File: config.mk
export PLATFORM = sky130hd
export DESIGN_NAME = signed_int_to_decimal_ascii_core
export DESIGN_NICKNAME = d
export VERILOG_FILES = /design/src/rtl/sitoa_pkg.sv /design/src/rtl/signed_int_to_decimal_ascii_core.sv
export SDC_FILE = /design/constraint.sdc
export NUM_CORES = 1
export LEC_CHECK = 0
export ABC_CLOCK_PERIOD_IN_PS = 3300
export BUFFER_PORTS_ARGS = -buffer_cell sky130_fd_sc_hd__buf_4
export CAP_MARGIN = 25
export CORE_MARGIN = 2
export CORE_UTILIZATION = 55
export CTS_CLUSTER_SIZE = 28
export DETAILED_ROUTE_END_ITERATION = 6
export HOLD_SLACK_MARGIN = 0.02
export PLACE_DENSITY = 0.77
export SYNTH_ARGS = -nofsm -noshare
export SYNTH_HDL_FRONTEND = slang
export SYNTH_SLANG_ARGS = --single-unit
File: constraint.sdc
create_clock -name clock -period 3.3 [get_ports clock]
set_clock_uncertainty 0.05 [all_clocks]
set_input_delay 0.33 -clock clock [delete_from_list [all_inputs] [get_ports clock]]
set_output_delay 0.33 -clock clock [all_outputs]
set_load 0.1 [all_outputs]
File: src/rtl/sitoa_pkg.sv
// Package for the signed integer to decimal ASCII core.
// Holds the payload types, character codes and the BCD digit correction.
// No dependencies.
package sitoa_pkg;

   localparam int unsigned ValueWidth = 32;
   localparam int unsigned NumDigits  = 10;
   localparam int unsigned BcdWidth   = 4 * NumDigits;

   typedef logic signed [ValueWidth-1:0] value_type;
   typedef logic [5:0]                   char_type;
   typedef logic [BcdWidth-1:0]          bcd_type;

   localparam char_type CHAR_MINUS = 6'd45;
   localparam char_type CHAR_ZERO  = 6'd48;

   // Double-dabble correction: every BCD digit of five or more gets three added,
   // so that the following left shift carries correctly into the next digit.
   function automatic bcd_type bcd_adjust(input bcd_type bcd);
      bcd_type res;
      res = bcd;
      for (int i = 0; i < NumDigits; i++) begin
         if (bcd[4*i +: 4] >= 4'd5) begin
            res[4*i +: 4] = bcd[4*i +: 4] + 4'd3;
         end
      end
      return res;
   endfunction

endpackage

File: src/rtl/signed_int_to_decimal_ascii_core.sv
// Top level of the signed integer to decimal ASCII core.
// Depends on sitoa_pkg for types, character codes and the BCD correction.
// One module: bit-serial binary to BCD conversion followed by a character sequencer.

// Converts one signed 32-bit integer per input word into its decimal text, one
// ASCII character per output word, most significant digit first. A negative
// value starts with a minus sign, leading zeros are dropped, zero gives a single
// '0', and -2147483648 comes out in full. tlast marks the final character of each
// value. An accepted word is loaded, the shift-add-3 (double-dabble) converter
// moves one magnitude bit into the BCD register per cycle, leading zero digits
// are dropped, and the characters follow at one per cycle while the output side
// is not stalling. The block works on one value at a time; the next value is
// taken as soon as the final character sits in the output register, even while
// that character still waits to be taken. No state is kept between values.
module signed_int_to_decimal_ascii_core (
   input  logic                 clock,
   input  logic                 reset,
   input  logic                 req_tvalid,
   output logic                 req_tready,
   input  sitoa_pkg::value_type req_tdata,   // [31:0] value (signed)
   output logic                 rsp_tvalid,
   input  logic                 rsp_tready,
   output logic [7:0]           rsp_tdata,   // [5:0] character, [7:6] zero
   output logic                 rsp_tlast    // last character of the value
);

   import sitoa_pkg::*;

   typedef enum logic [1:0] {
      S_IDLE,
      S_CONV,
      S_SKIP,
      S_EMIT
   } state_type;

   state_type  state_ff, state_in;
   logic [ValueWidth-1:0] mag_ff, mag_in;
   bcd_type    bcd_ff, bcd_in;
   bcd_type    bcd_adj;
   logic       neg_ff, neg_in;
   logic [4:0] cnt_ff, cnt_in;
   logic [3:0] dig_ff, dig_in;
   char_type   char_ff, char_in;
   logic       last_ff, last_in;
   logic       valid_ff, valid_in;

   logic req_fire;
   logic slot_free;

   assign req_tready = (state_ff == S_IDLE);
   assign req_fire   = req_tvalid && req_tready;
   // The output register can take a new character when empty or being drained.
   assign slot_free  = !valid_ff || rsp_tready;
   // Every digit of five or more corrected before the next shift.
   assign bcd_adj    = bcd_adjust(bcd_ff);

   always_comb begin
      state_in = state_ff;
      mag_in   = mag_ff;
      bcd_in   = bcd_ff;
      neg_in   = neg_ff;
      cnt_in   = cnt_ff;
      dig_in   = dig_ff;
      char_in  = char_ff;
      last_in  = last_ff;
      valid_in = valid_ff && !rsp_tready;

      case (state_ff)
         S_IDLE: begin
            if (req_fire) begin
               // Magnitude is taken as unsigned, so the most negative value fits.
               neg_in   = req_tdata[ValueWidth-1];
               mag_in   = req_tdata[ValueWidth-1] ? (ValueWidth'(0) - ValueWidth'(req_tdata))
                                                  : ValueWidth'(req_tdata);
               bcd_in   = '0;
               cnt_in   = '0;
               state_in = S_CONV;
            end
         end
         S_CONV: begin
            // One magnitude bit enters the corrected BCD register per cycle.
            bcd_in = {bcd_adj[BcdWidth-2:0], mag_ff[ValueWidth-1]};
            mag_in = {mag_ff[ValueWidth-2:0], 1'b0};
            cnt_in = cnt_ff + 5'd1;
            if (cnt_ff == 5'(ValueWidth - 1)) begin
               dig_in   = 4'(NumDigits);
               state_in = S_SKIP;
            end
         end
         S_SKIP: begin
            // Drop leading zero digits, but always keep the units digit.
            if (bcd_ff[BcdWidth-1 -: 4] == 4'd0 && dig_ff > 4'd1) begin
               bcd_in = {bcd_ff[BcdWidth-5:0], 4'd0};
               dig_in = dig_ff - 4'd1;
            end else begin
               state_in = S_EMIT;
            end
         end
         S_EMIT: begin
            if (slot_free) begin
               valid_in = 1'b1;
               if (neg_ff) begin
                  char_in = CHAR_MINUS;
                  last_in = 1'b0;
                  neg_in  = 1'b0;
               end else begin
                  char_in = CHAR_ZERO | {2'b00, bcd_ff[BcdWidth-1 -: 4]};
                  last_in = (dig_ff == 4'd1);
                  bcd_in  = {bcd_ff[BcdWidth-5:0], 4'd0};
                  dig_in  = dig_ff - 4'd1;
                  if (dig_ff == 4'd1) begin
                     state_in = S_IDLE;
                  end
               end
            end
         end
         default: begin
            state_in = S_IDLE;
         end
      endcase
   end

   always_ff @(posedge clock) begin
      if (reset) begin
         state_ff <= S_IDLE;
         valid_ff <= 1'b0;
         neg_ff   <= 1'b0;
         cnt_ff   <= '0;
         dig_ff   <= '0;
      end else begin
         state_ff <= state_in;
         valid_ff <= valid_in;
         neg_ff   <= neg_in;
         cnt_ff   <= cnt_in;
         dig_ff   <= dig_in;
      end
      mag_ff  <= mag_in;
      bcd_ff  <= bcd_in;
      char_ff <= char_in;
      last_ff <= last_in;
   end

   assign rsp_tvalid = valid_ff;
   assign rsp_tdata  = {2'b00, char_ff};
   assign rsp_tlast  = last_ff;

   // An accepted value always starts a fresh conversion with the bit counter at zero.
   assert property (@(posedge clock) disable iff (reset)
      req_fire |=> (state_ff == S_CONV) && (cnt_ff == 5'd0))
      else $error("conversion did not start after an accepted value");

   // Every character presented is a minus sign or a decimal digit.
   assert property (@(posedge clock) disable iff (reset)
      rsp_tvalid |-> (char_ff == CHAR_MINUS) ||
                     ((char_ff >= CHAR_ZERO) && (char_ff <= CHAR_ZERO + 6'd9)))
      else $error("character out of range");

   // While digits are dropped or sent, at least the units digit remains.
   assert property (@(posedge clock) disable iff (reset)
      (state_ff == S_SKIP || state_ff == S_EMIT) |-> (dig_ff != 4'd0))
      else $error("digit count ran out before the last character");

   // A minus sign is never the final character of a value.
   assert property (@(posedge clock) disable iff (reset)
      (rsp_tvalid && char_ff == CHAR_MINUS) |-> !rsp_tlast)
      else $error("minus sign marked as last character");

endmodule

==> metrics, run 1 <==
Pleak=0.002395 uW; post-DR vias/cell=approximately 5.7; initial antenna violation count=0; Core Area=10180 um2; # IOs=47; most frequent cells in the layout=edfxtp_1 (78), nand2_1 (73), nor2_1 (68); top_reg_cell synth=edfxtp_1; Comb pwr share=0.446; largest net degree at the start of global routing=65; Max-Cap Viols=0; die area=between 10000 and 15000 um2; Worst setup EP type=flop; share of layout cells above drive strength 1=0.1405; Tightest Pin Transition=0.7092 ns; crit start category=flop; CTS sink count=91; Fillers=between 800 and 900; synth unique cells=46; CTS root buffer=clkbuf_8; post-CTS setup buffer count=0; hold buffers post-CTS=0; Die Span Y=~110 um; worst hold path depth=2; outcome=completed; Worst Path Required=3.54 ns; TNS Setup=0 ns; fin crit share=0.8005; unrepaired setup endpoints after global routing=no; clock latency at the later pin of the worst-skew pair=about 0.38 ns; routed len/inst=14.71 um; global route total overflow=0; drt drc=0; Int Pwr=between 3000 and 4000 uW; Slew headroom=0.5272; hold crit path type=primary input to flop; vias in the first global route=between 4000 and 5000; placed wire-length estimate=7667 um; Net Sw Power=2379 uW; mapped cell area=about 5700 um2; register area share after synthesis=0.4577; sequential share of power=0.408; # diodes=0; Worst Path Arrival=2.88 ns; H-tree levels=3; Setup-failing EPs final=0; post-synthesis cell count=585; Resize count post-CTS=0; gr usage total=0.2100; post-route ant nets=0; detailed router's first-iteration violation count=238; Worst Reg-to-Reg Cells=7; kind of critical path=flop to flop; Worst VDD drop=approximately 500 uV; register bit total from synthesis=around 90; Die Span X=approximately 110 um; CTS max path bufs=2; GPL Wtd Cong=about 0.86; WHS=0.1656 ns; Site Rows=37; DRT Pass-1 Iters=4; clock share of power=0.146; yosys warns=0; global-route wire length before repair=about 19000 um; Post-synth EDFFs=78; Initial Util=0.5582; most common cell after layout, fill and taps aside=edfxtp_1; routed wire length=between 10000 and 15000 um; via count=4267; sw frac=0.4185; Final #Nets=between 600 and 700; mean post-synth cell area=between 9 and 10 um2; final hold violation count=0; Max Freq=0.3786 GHz; clock transition at the registers of the reported paths=0.09 ns; minimum clock period=between 2 and 3 ns; CTS Buf Count=9; CP Max Fanout=38; fin. max-slew vios=0; input/output buffers=43; Area Overhead vs Synth=11.22%; CTS tree=yes; PwrDens=898.8 nW/um2; post-synthesis async set-or-reset flop share=0
-- metal layers --
layer | vias up | share of wire | global-route usage
met5 | - | 0 | 0
met4 | 0 | 0.014 | 0.07331
met3 | 18 | 0.045 | 0.04824
met2 | 114 | 0.50 | 0.3599
met1 | 1999 | 0.44 | 0.2608
li1 | 2136 | - | -
-- registers in the layout, summed over array words and instances (netlist names) --
register / flops
bcd_ff: 40
mag_ff: 32
char_ff: 5
cnt_ff: 5
dig_ff: 4
state_ff: 2
neg_ff: 1
rsp_tlast: 1
rsp_tvalid: 1
-- cell usage after synthesis (all sizes together) (2+ instances only) --
master,count,area (um2)
a21o,6,45.04
edfxtp,78,2342
nand2,73,274.0
nor4,8,95.09
a211oi,2,15.01
xor2,22,192.7
clkbuf,21,78.83
nand3,8,45.04
buf,9,47.54
nor2,68,255.2
inv,31,116.4
xnor2,28,245.2
mux2i,7,70.07
and3,2,12.51
o41ai,11,103.9
mux2,9,101.4
a2111oi,2,17.52
o31ai,8,70.06
nand2b,18,112.6
o211ai,6,45.04
or3,2,12.51
a32oi,7,61.31
nand4,5,37.53
ha,30,375.4
dfxtp,13,260.3
a21oi,19,95.09
a22oi,27,202.7
o21ai,41,205.2
or2,4,25.02
conb,2,7.510
nor2b,4,25.02
nor3,7,35.03
-- through the flow --
stage          area [um2]  utilization  cells  setup WS [ns]  total power, uW
5_1_grt              6324       0.6209    755         0.4961             6146
4_1_cts              6324       0.6209    755         0.6808             5716
2_1_floorplan        5693            -    586         0.2177             4259
6_report             6324       0.6209    755         0.6584             5683
3_5_place_dp         6100       0.5989    739         0.7089             4876
3_3_place_gp         6100       0.5989    739         0.8734             4744
-- cells by family (layout without fill, tap and decap cells) --
group,count (synthesis),in the layout,share of synthesized area
simple gates,202,202,0.1679
compound gates,133,133,0.1571
flops,91,91,0.4577
buf+inv,61,94,0.04269
xor+xnor,50,50,0.07702
fa+ha+maj,30,30,0.06602
mux,16,16,0.03015
other cells,2,3,0.001321
-- final cells by class --
| cell class | count | area (um2) | area share |
|---|---|---|---|
| clock buffers | 13 | 201.4 | 0.03186 |
| inverters | 31 | 116.4 | 0.01840 |
| multi-input cells | 434 | 2858 | 0.4519 |
| flip-flops and latches | 91 | 2603 | 0.4116 |
| repair buffers | 47 | 352.8 | 0.05580 |
| well taps | 136 | 170.2 | 0.02691 |
| clock inverters | 3 | 22.52 | 0.003562 |
-- critical path: stages, from the launching register on --
cell      delay [ns]
dfxtp_1         0.34
inv_1           0.11
ha_1            0.36
or2_2           0.65
o21bai_1        0.21
a211oi_1        0.47
nor2_1          0.09
a311oi_1        0.27
-- worst paths after layout --
path                             endpoint  slack [ns]        start
worst max-delay path            dig_ff[1]        0.66  state_ff[0]
worst min-delay path            dig_ff[3]        0.17        reset
worst max register to register  dig_ff[1]        0.66  state_ff[0]
worst min register to register  cnt_ff[4]        0.46    cnt_ff[4]
-- power by group through the flow --
stage | combinational, uW | clock (uW) | sequential, uW
after detailed placement | 2530 | 0 | 2340
after global routing | 2870 | 893 | 2390
final | 2530 | 830 | 2320
after CTS | 2550 | 843 | 2320
after floorplan | 1950 | 0 | 2310
after global placement | 2420 | 0 | 2320
No activity file was read; power rests on OpenSTA's default activity.
==> run 2: changes to the inputs <==
--- a/config.mk
+++ b/config.mk
@@ -5,7 +5,7 @@
 export SDC_FILE = /design/constraint.sdc
 export NUM_CORES = 1
 export LEC_CHECK = 0
-export ABC_CLOCK_PERIOD_IN_PS = 3300
+export ABC_CLOCK_PERIOD_IN_PS = 2550
 export BUFFER_PORTS_ARGS = -buffer_cell sky130_fd_sc_hd__buf_4
 export CAP_MARGIN = 25
 export CORE_MARGIN = 2
@@ -13,7 +13,7 @@
 export CTS_CLUSTER_SIZE = 28
 export DETAILED_ROUTE_END_ITERATION = 6
 export HOLD_SLACK_MARGIN = 0.02
-export PLACE_DENSITY = 0.77
+export PLACE_DENSITY = 0.74
 export SYNTH_ARGS = -nofsm -noshare
 export SYNTH_HDL_FRONTEND = slang
 export SYNTH_SLANG_ARGS = --single-unit
==> constraint.sdc (replaced) <==
create_clock -name clock -period 2.55 [get_ports clock]
set_clock_uncertainty 0.05 [all_clocks]
set_input_delay 0.255 -clock clock [delete_from_list [all_inputs] [get_ports clock]]
set_output_delay 0.255 -clock clock [all_outputs]
set_load 0.1 [all_outputs]
==> metrics, run 2 (same netlist as run 1, synthesis figures left out) <==
Fillers=830 (+2.3%); Worst Path Required=2.75 ns (-0.79 ns); global-route wire length before repair=19130 um (+0.80%); WHS=0.1185 ns (-0.04709 ns); kind of critical path=flop to flop; Worst Path Arrival=2.29 ns (-0.59 ns); routed len/inst=14.42 um (-2.0%); TNS Setup=0 ns (unchanged); Area Overhead vs Synth=12.13%; critical path buffer and inverter count=0 (-1); Pleak=0.002409 uW (+0.58%); GPL Wtd Cong=0.8714 (+1.5%); Largest register FFs=40 (unchanged); clock latency at the later pin of the worst-skew pair=0.36 ns (-0.02 ns); hold buffers post-CTS=0 (unchanged); cell-by-cell trace of the critical path=ha_1 -> and3_1 -> ha_1 -> nor2b_1 -> o21bai_1 -> a2111oi_0 -> xnor2_1 -> a21oi_1; Worst Reg-to-Reg Cells=8 (+1); # diodes=0 (unchanged); CTS max path bufs=2 (unchanged); DRT Pass-1 Iters=4 (unchanged); R2R Path Start=cnt_ff[0]; # IOs=47 (unchanged); post-DR vias/cell=5.660 (+0.14%); Site Rows=37 (unchanged); largest net degree at the start of global routing=92 (+42%); routed wire length=10930 um (-1.6%); Slew headroom=0.6690 (+0.1418); Die Span Y=105.7 um (unchanged); Layout Cells excl Fill=758 (+0.40%); die area=11170 um2 (unchanged); Worst setup EP type=flop; outcome=completed; Reg area=2603 um2 (unchanged); crit start category=flop; via count=4290 (+0.54%); Resize count post-CTS=0 (unchanged); global route total overflow=0 (unchanged); hold crit path type=primary input to flop; worst stage delay on the critical path=0.47 ns (-0.18 ns); Critical Path Sink=dig_ff[3]; Initial Util=0.5582 (unchanged); initial antenna violation count=0 (unchanged); Top delay family on crit path=compound AO/OA/AOI/OAI gates; Top Registers=bcd_ff (40), mag_ff (32); detailed router's first-iteration violation count=256 (+7.6%); Setup-failing EPs final=0 (unchanged); minimum clock period=2.090 ns (-0.5511 ns); placed wire-length estimate=7400 um (-3.5%); CTS Buf Count=9 (unchanged); vias in the first global route=4201 (-0.21%); fin crit share=0.8198 (+0.01931); most common cell after layout, fill and taps aside=edfxtp_1; drt drc=0 (unchanged); post-route ant nets=0 (unchanged); CTS root buffer=clkbuf_8; unrepaired setup endpoints after global routing=no; input/output buffers=43 (unchanged); crit path max-delay cell type=a2111oi_0; Hold Crit Start=reset; Max Freq=0.4784 GHz (+26%); Max-Cap Viols=0 (unchanged); PwrDens=1165 nW/um2 (+30%); clock transition at the registers of the reported paths=0.08 ns (about the same); share of layout cells above drive strength 1=0.1463 (+0.005753); CP Max Fanout=4 (-89%); flop-to-flop setup slack=0.46 ns (-0.20 ns); gr usage total=0.2100 (about the same); CTS sink count=91 (unchanged); post-CTS setup buffer count=0 (unchanged); CTS tree=yes; reg2reg end=dig_ff[3]; H-tree levels=3 (unchanged); dpl cells=742 (+0.41%); area of the multi-input gates=2870 um2 (+0.44%); Critical Path Most Common Cell=ha_1; Worst VDD drop=771.2 uV (+52%); final hold violation count=0 (unchanged); Tightest Pin Transition=0.4839 ns (-0.2253 ns); most frequent cells in the layout=edfxtp_1 (78), nand2_1 (73), nor2_1 (68); fin. max-slew vios=0 (unchanged); Final #Nets=683 (+0.44%); Die Span X=105.7 um (unchanged); largest reg by FF count=bcd_ff; Crit path depth=8 (+1); worst setup path start=cnt_ff[0]; Core Area=10180 um2 (unchanged)
## run 2: cell types whose count changed in the layout (fill, tap and decap cells not counted), sizes merged
cell,change
clkinv,-1
clkinvlp,+1
buf,+3
inv,-1
bufinv,+1
## run 2: through the flow
stage	setup WS, ns	util	total power, uW	instance area [um2]
global route	0.2557	0.6259	8036	6375
detailed placement	0.2862	0.6052	6418	6163
global placement	0.3938	0.6052	6263	6163
CTS	0.4324	0.6259	7492	6375
finish	0.4595	0.6259	7430	6375
floorplan	0.08041	-	5553	5717
## run 2: power by group
part | internal, uW | leakage (uW) | switching (uW)
logic | 1260 | 0.00139 | 2120
clock network | 536 | 0.000111 | 513
registers | 2560 | 0.000903 | 441
## run 2: worst reg2reg max path, stage by stage, from the launching register on
cell       delay (ns)
dfxtp_1          0.38
ha_1             0.20
and3_1           0.19
ha_1             0.18
nor2b_1          0.06
o21bai_1         0.18
a2111oi_0        0.47
xnor2_1          0.18
a21oi_1          0.08
## run 2: worst min path at each step
| stage | cells past startpoint | slack [ns] | end |
|---|---|---|---|
| 2_1_floorplan | 1 | 0.28 | dig_ff[1] |
| 3_3_place_gp | 2 | 0.43 | cnt_ff[4] |
| 3_5_place_dp | 2 | 0.46 | mag_ff[25] |
| 4_1_cts | 2 | 0.11 | dig_ff[3] |
| 5_1_grt | 2 | 0.12 | dig_ff[3] |
| 6_report | 2 | 0.12 | dig_ff[3] |
## run 2: final cells by class
class,count,share of cell area
clock inverter,3,0.006673
inverter,31,0.01884
sequential,91,0.4082
clock buffer,13,0.02650
multi-input combinational,434,0.4502
timing repair buffer,50,0.06281
tap,136,0.02669
## run 2: metal layers
layer  share of wire  vias to the layer above  GRT usage  routed length [um]
met3           0.031                        6    0.04391                 343
met2            0.49                       63     0.3558                5398
li1                -                     2151          -                   -
met4          0.0095                        0    0.05827                 104
met5               0                        -          0                   0
met1            0.47                     2070     0.2735                5085
==> run 3: changes to the inputs <==
--- a/config.mk
+++ b/config.mk
@@ -5,7 +5,7 @@
 export SDC_FILE = /design/constraint.sdc
 export NUM_CORES = 1
 export LEC_CHECK = 0
-export ABC_CLOCK_PERIOD_IN_PS = 2550
+export ABC_CLOCK_PERIOD_IN_PS = 2000
 export BUFFER_PORTS_ARGS = -buffer_cell sky130_fd_sc_hd__buf_4
 export CAP_MARGIN = 25
 export CORE_MARGIN = 2
==> constraint.sdc (replaced) <==
create_clock -name clock -period 2 [get_ports clock]
set_clock_uncertainty 0.05 [all_clocks]
set_input_delay 0.2 -clock clock [delete_from_list [all_inputs] [get_ports clock]]
set_output_delay 0.2 -clock clock [all_outputs]
set_load 0.1 [all_outputs]
==> metrics, run 3 (same netlist as run 1, synthesis figures left out) <==
fin crit share=0.9452 (+0.1254); Comb pwr share=0.481 (+0.026); Worst Path Arrival=2.11 ns (-0.18 ns); outcome=completed; Setup WS post-layout=0.1097 ns (-0.3498 ns); Worst Path Required=2.22 ns (-0.53 ns); CTS Buf Count=9 (unchanged); met3 wire length=364 um (+6.1%); minimum clock period=1.890 ns (-0.2002 ns); drt drc=0 (unchanged); Setup-failing EPs final=0 (unchanged); Layout Cells excl Fill=775 (+2.2%); Die Span Y=105.7 um (unchanged); gr usage total=0.2106 (+0.0005646); initial antenna violation count=0 (unchanged); # IOs=47 (unchanged); area of the multi-input gates=2913 um2 (+1.5%); Top Registers=bcd_ff (40), mag_ff (32); sw frac=0.4237 (+0.01012); vias in the first global route=4182 (-0.45%); placed wire-length estimate=7720 um (+4.3%); global route total overflow=0 (unchanged); CTS tree=yes; hold crit path type=primary input to flop; most common cell after layout, fill and taps aside=edfxtp_1; routed wire length=11300 um (+3.4%); hold buffers post-CTS=0 (unchanged); clock latency at the later pin of the worst-skew pair=0.37 ns (about the same); Site Rows=37 (unchanged); TNS Setup=0 ns (unchanged); Tightest Pin Transition=0.5723 ns (+0.08840 ns); clock transition at the registers of the reported paths=0.09 ns (about the same); DRT Pass-1 Iters=4 (unchanged); clock share of power=0.122 (-0.019); PwrDens=1475 nW/um2 (+27%); final hold violation count=0 (unchanged); # diodes=0 (unchanged); Slew headroom=0.6168 (-0.05227); CTS root buffer=clkbuf_8; Die Span X=105.7 um (unchanged); dpl cells=759 (+2.3%); share of layout cells above drive strength 1=0.1909 (+0.04462); GPL Wtd Cong=0.8167 (-6.3%); CTS sink count=91 (unchanged); crit start category=flop; post-route ant nets=0 (unchanged); dpl ws=-0.08525 ns (-0.3714 ns); detailed router's first-iteration violation count=259 (+1.2%); post-CTS setup buffer count=0 (unchanged); Worst VDD drop=1007 uV (+31%); Core Area=10180 um2 (unchanged); input/output buffers=43 (unchanged); largest net degree at the start of global routing=76 (-17%); post-DR vias/cell=5.644 (-0.28%); routed wl met2=5617 um (+4.1%); Final #Nets=700 (+2.5%); Max Freq=0.5290 GHz (+11%); largest reg by FF count=bcd_ff; H-tree levels=3 (unchanged); flop-to-flop setup slack=0.11 ns (-0.35 ns); routed len/inst=14.59 um (+1.1%); kind of critical path=flop to flop; CTS max path bufs=2 (unchanged); Area Overhead vs Synth=15.14%; Worst setup EP type=flop; Initial Util=0.5582 (unchanged); DRT met1 WL=5171 um (+1.7%); CP Max Fanout=4 (unchanged); Net Sw Power=4090 uW (+33%); Max-Cap Viols=0 (unchanged); fin. max-slew vios=0 (unchanged); most frequent cells in the layout=edfxtp_1 (78), nand2_1 (72), nor2_1 (67); Pleak=0.002493 uW (+3.5%); max layer used=met4; via count=4374 (+2.0%); Reg area=2614 um2 (+0.43%); global-route wire length before repair=19160 um (+0.18%); Int Pwr=5564 uW (+28%); Fillers=859 (+3.5%); die area=11170 um2 (unchanged); sequential share of power=0.397 (-0.007); Largest register FFs=40 (unchanged)
==> run 3: cell types whose count changed in the layout (fill, tap and decap cells not counted), moves of 3 or more <==
cell and change:
dfxtp_1 -5, buf_4 +14, clkbuf_8 -3, dfxtp_2 +3
==> run 3: final timing paths <==
path,start,end,depth (start not counted)
worst max-delay path,dig_ff[0],dig_ff[2],7
worst min-delay path,reset,cnt_ff[1],2
worst max register to register,dig_ff[0],dig_ff[2],7
worst min register to register,cnt_ff[1],cnt_ff[1],2
==> run 3: power by group through the flow <==
stage | logic [uW] | clock network (uW) | registers, uW
floorplan | 3330 | 0 | 3800
global placement | 4380 | 0 | 3820
detailed placement | 4530 | 0 | 3860
CTS | 4560 | 1190 | 3830
global route | 5200 | 1260 | 3950
finish | 4640 | 1180 | 3830
==> run 3: per-stage QoR <==
stage | util | power (uW) | instance area (um2) | hold slack, ns
after global placement | 0.6219 | 8205 | 6334 | 0.4264
after global routing | 0.6428 | 10410 | 6546 | 0.05134
after CTS | 0.6389 | 9580 | 6507 | 0.04798
after floorplan | - | 7128 | 5744 | 0.2221
final | 0.6428 | 9654 | 6546 | 0.05114
after detailed placement | 0.6219 | 8389 | 6334 | 0.4399
==> run 3: critical path: stages (launching register included) <==
cell and delay [ns]:
dfxtp_4 0.37, inv_1 0.04, ha_1 0.22, nor2_2 0.13
o211ai_1 0.26, a2111oi_2 0.50, xnor2_1 0.16, nor3_1 0.06
==> run 3: cell type report <==
class / instances / share of cell area
tap: 136 / 0.02599
clock buffer: 10 / 0.01950
multi-input combinational: 434 / 0.4450
timing repair buffer: 67 / 0.08505
clock inverter: 6 / 0.006881
sequential: 91 / 0.3993
inverter: 31 / 0.01835
==> run 3: repair_timing <==
action	CTS	global route
cloned	0	0
setup endpoints to repair	2	23
pin swaps	0	3
gates resized for setup	1	11
==> run 3: per-layer routing <==
layer / GRT usage / vias to the layer above
met2: 0.3673 / 82
met1: 0.2697 / 2099
met4: 0.07425 / 0
met3: 0.02659 / 9
met5: 0 / -
li1: - / 2184
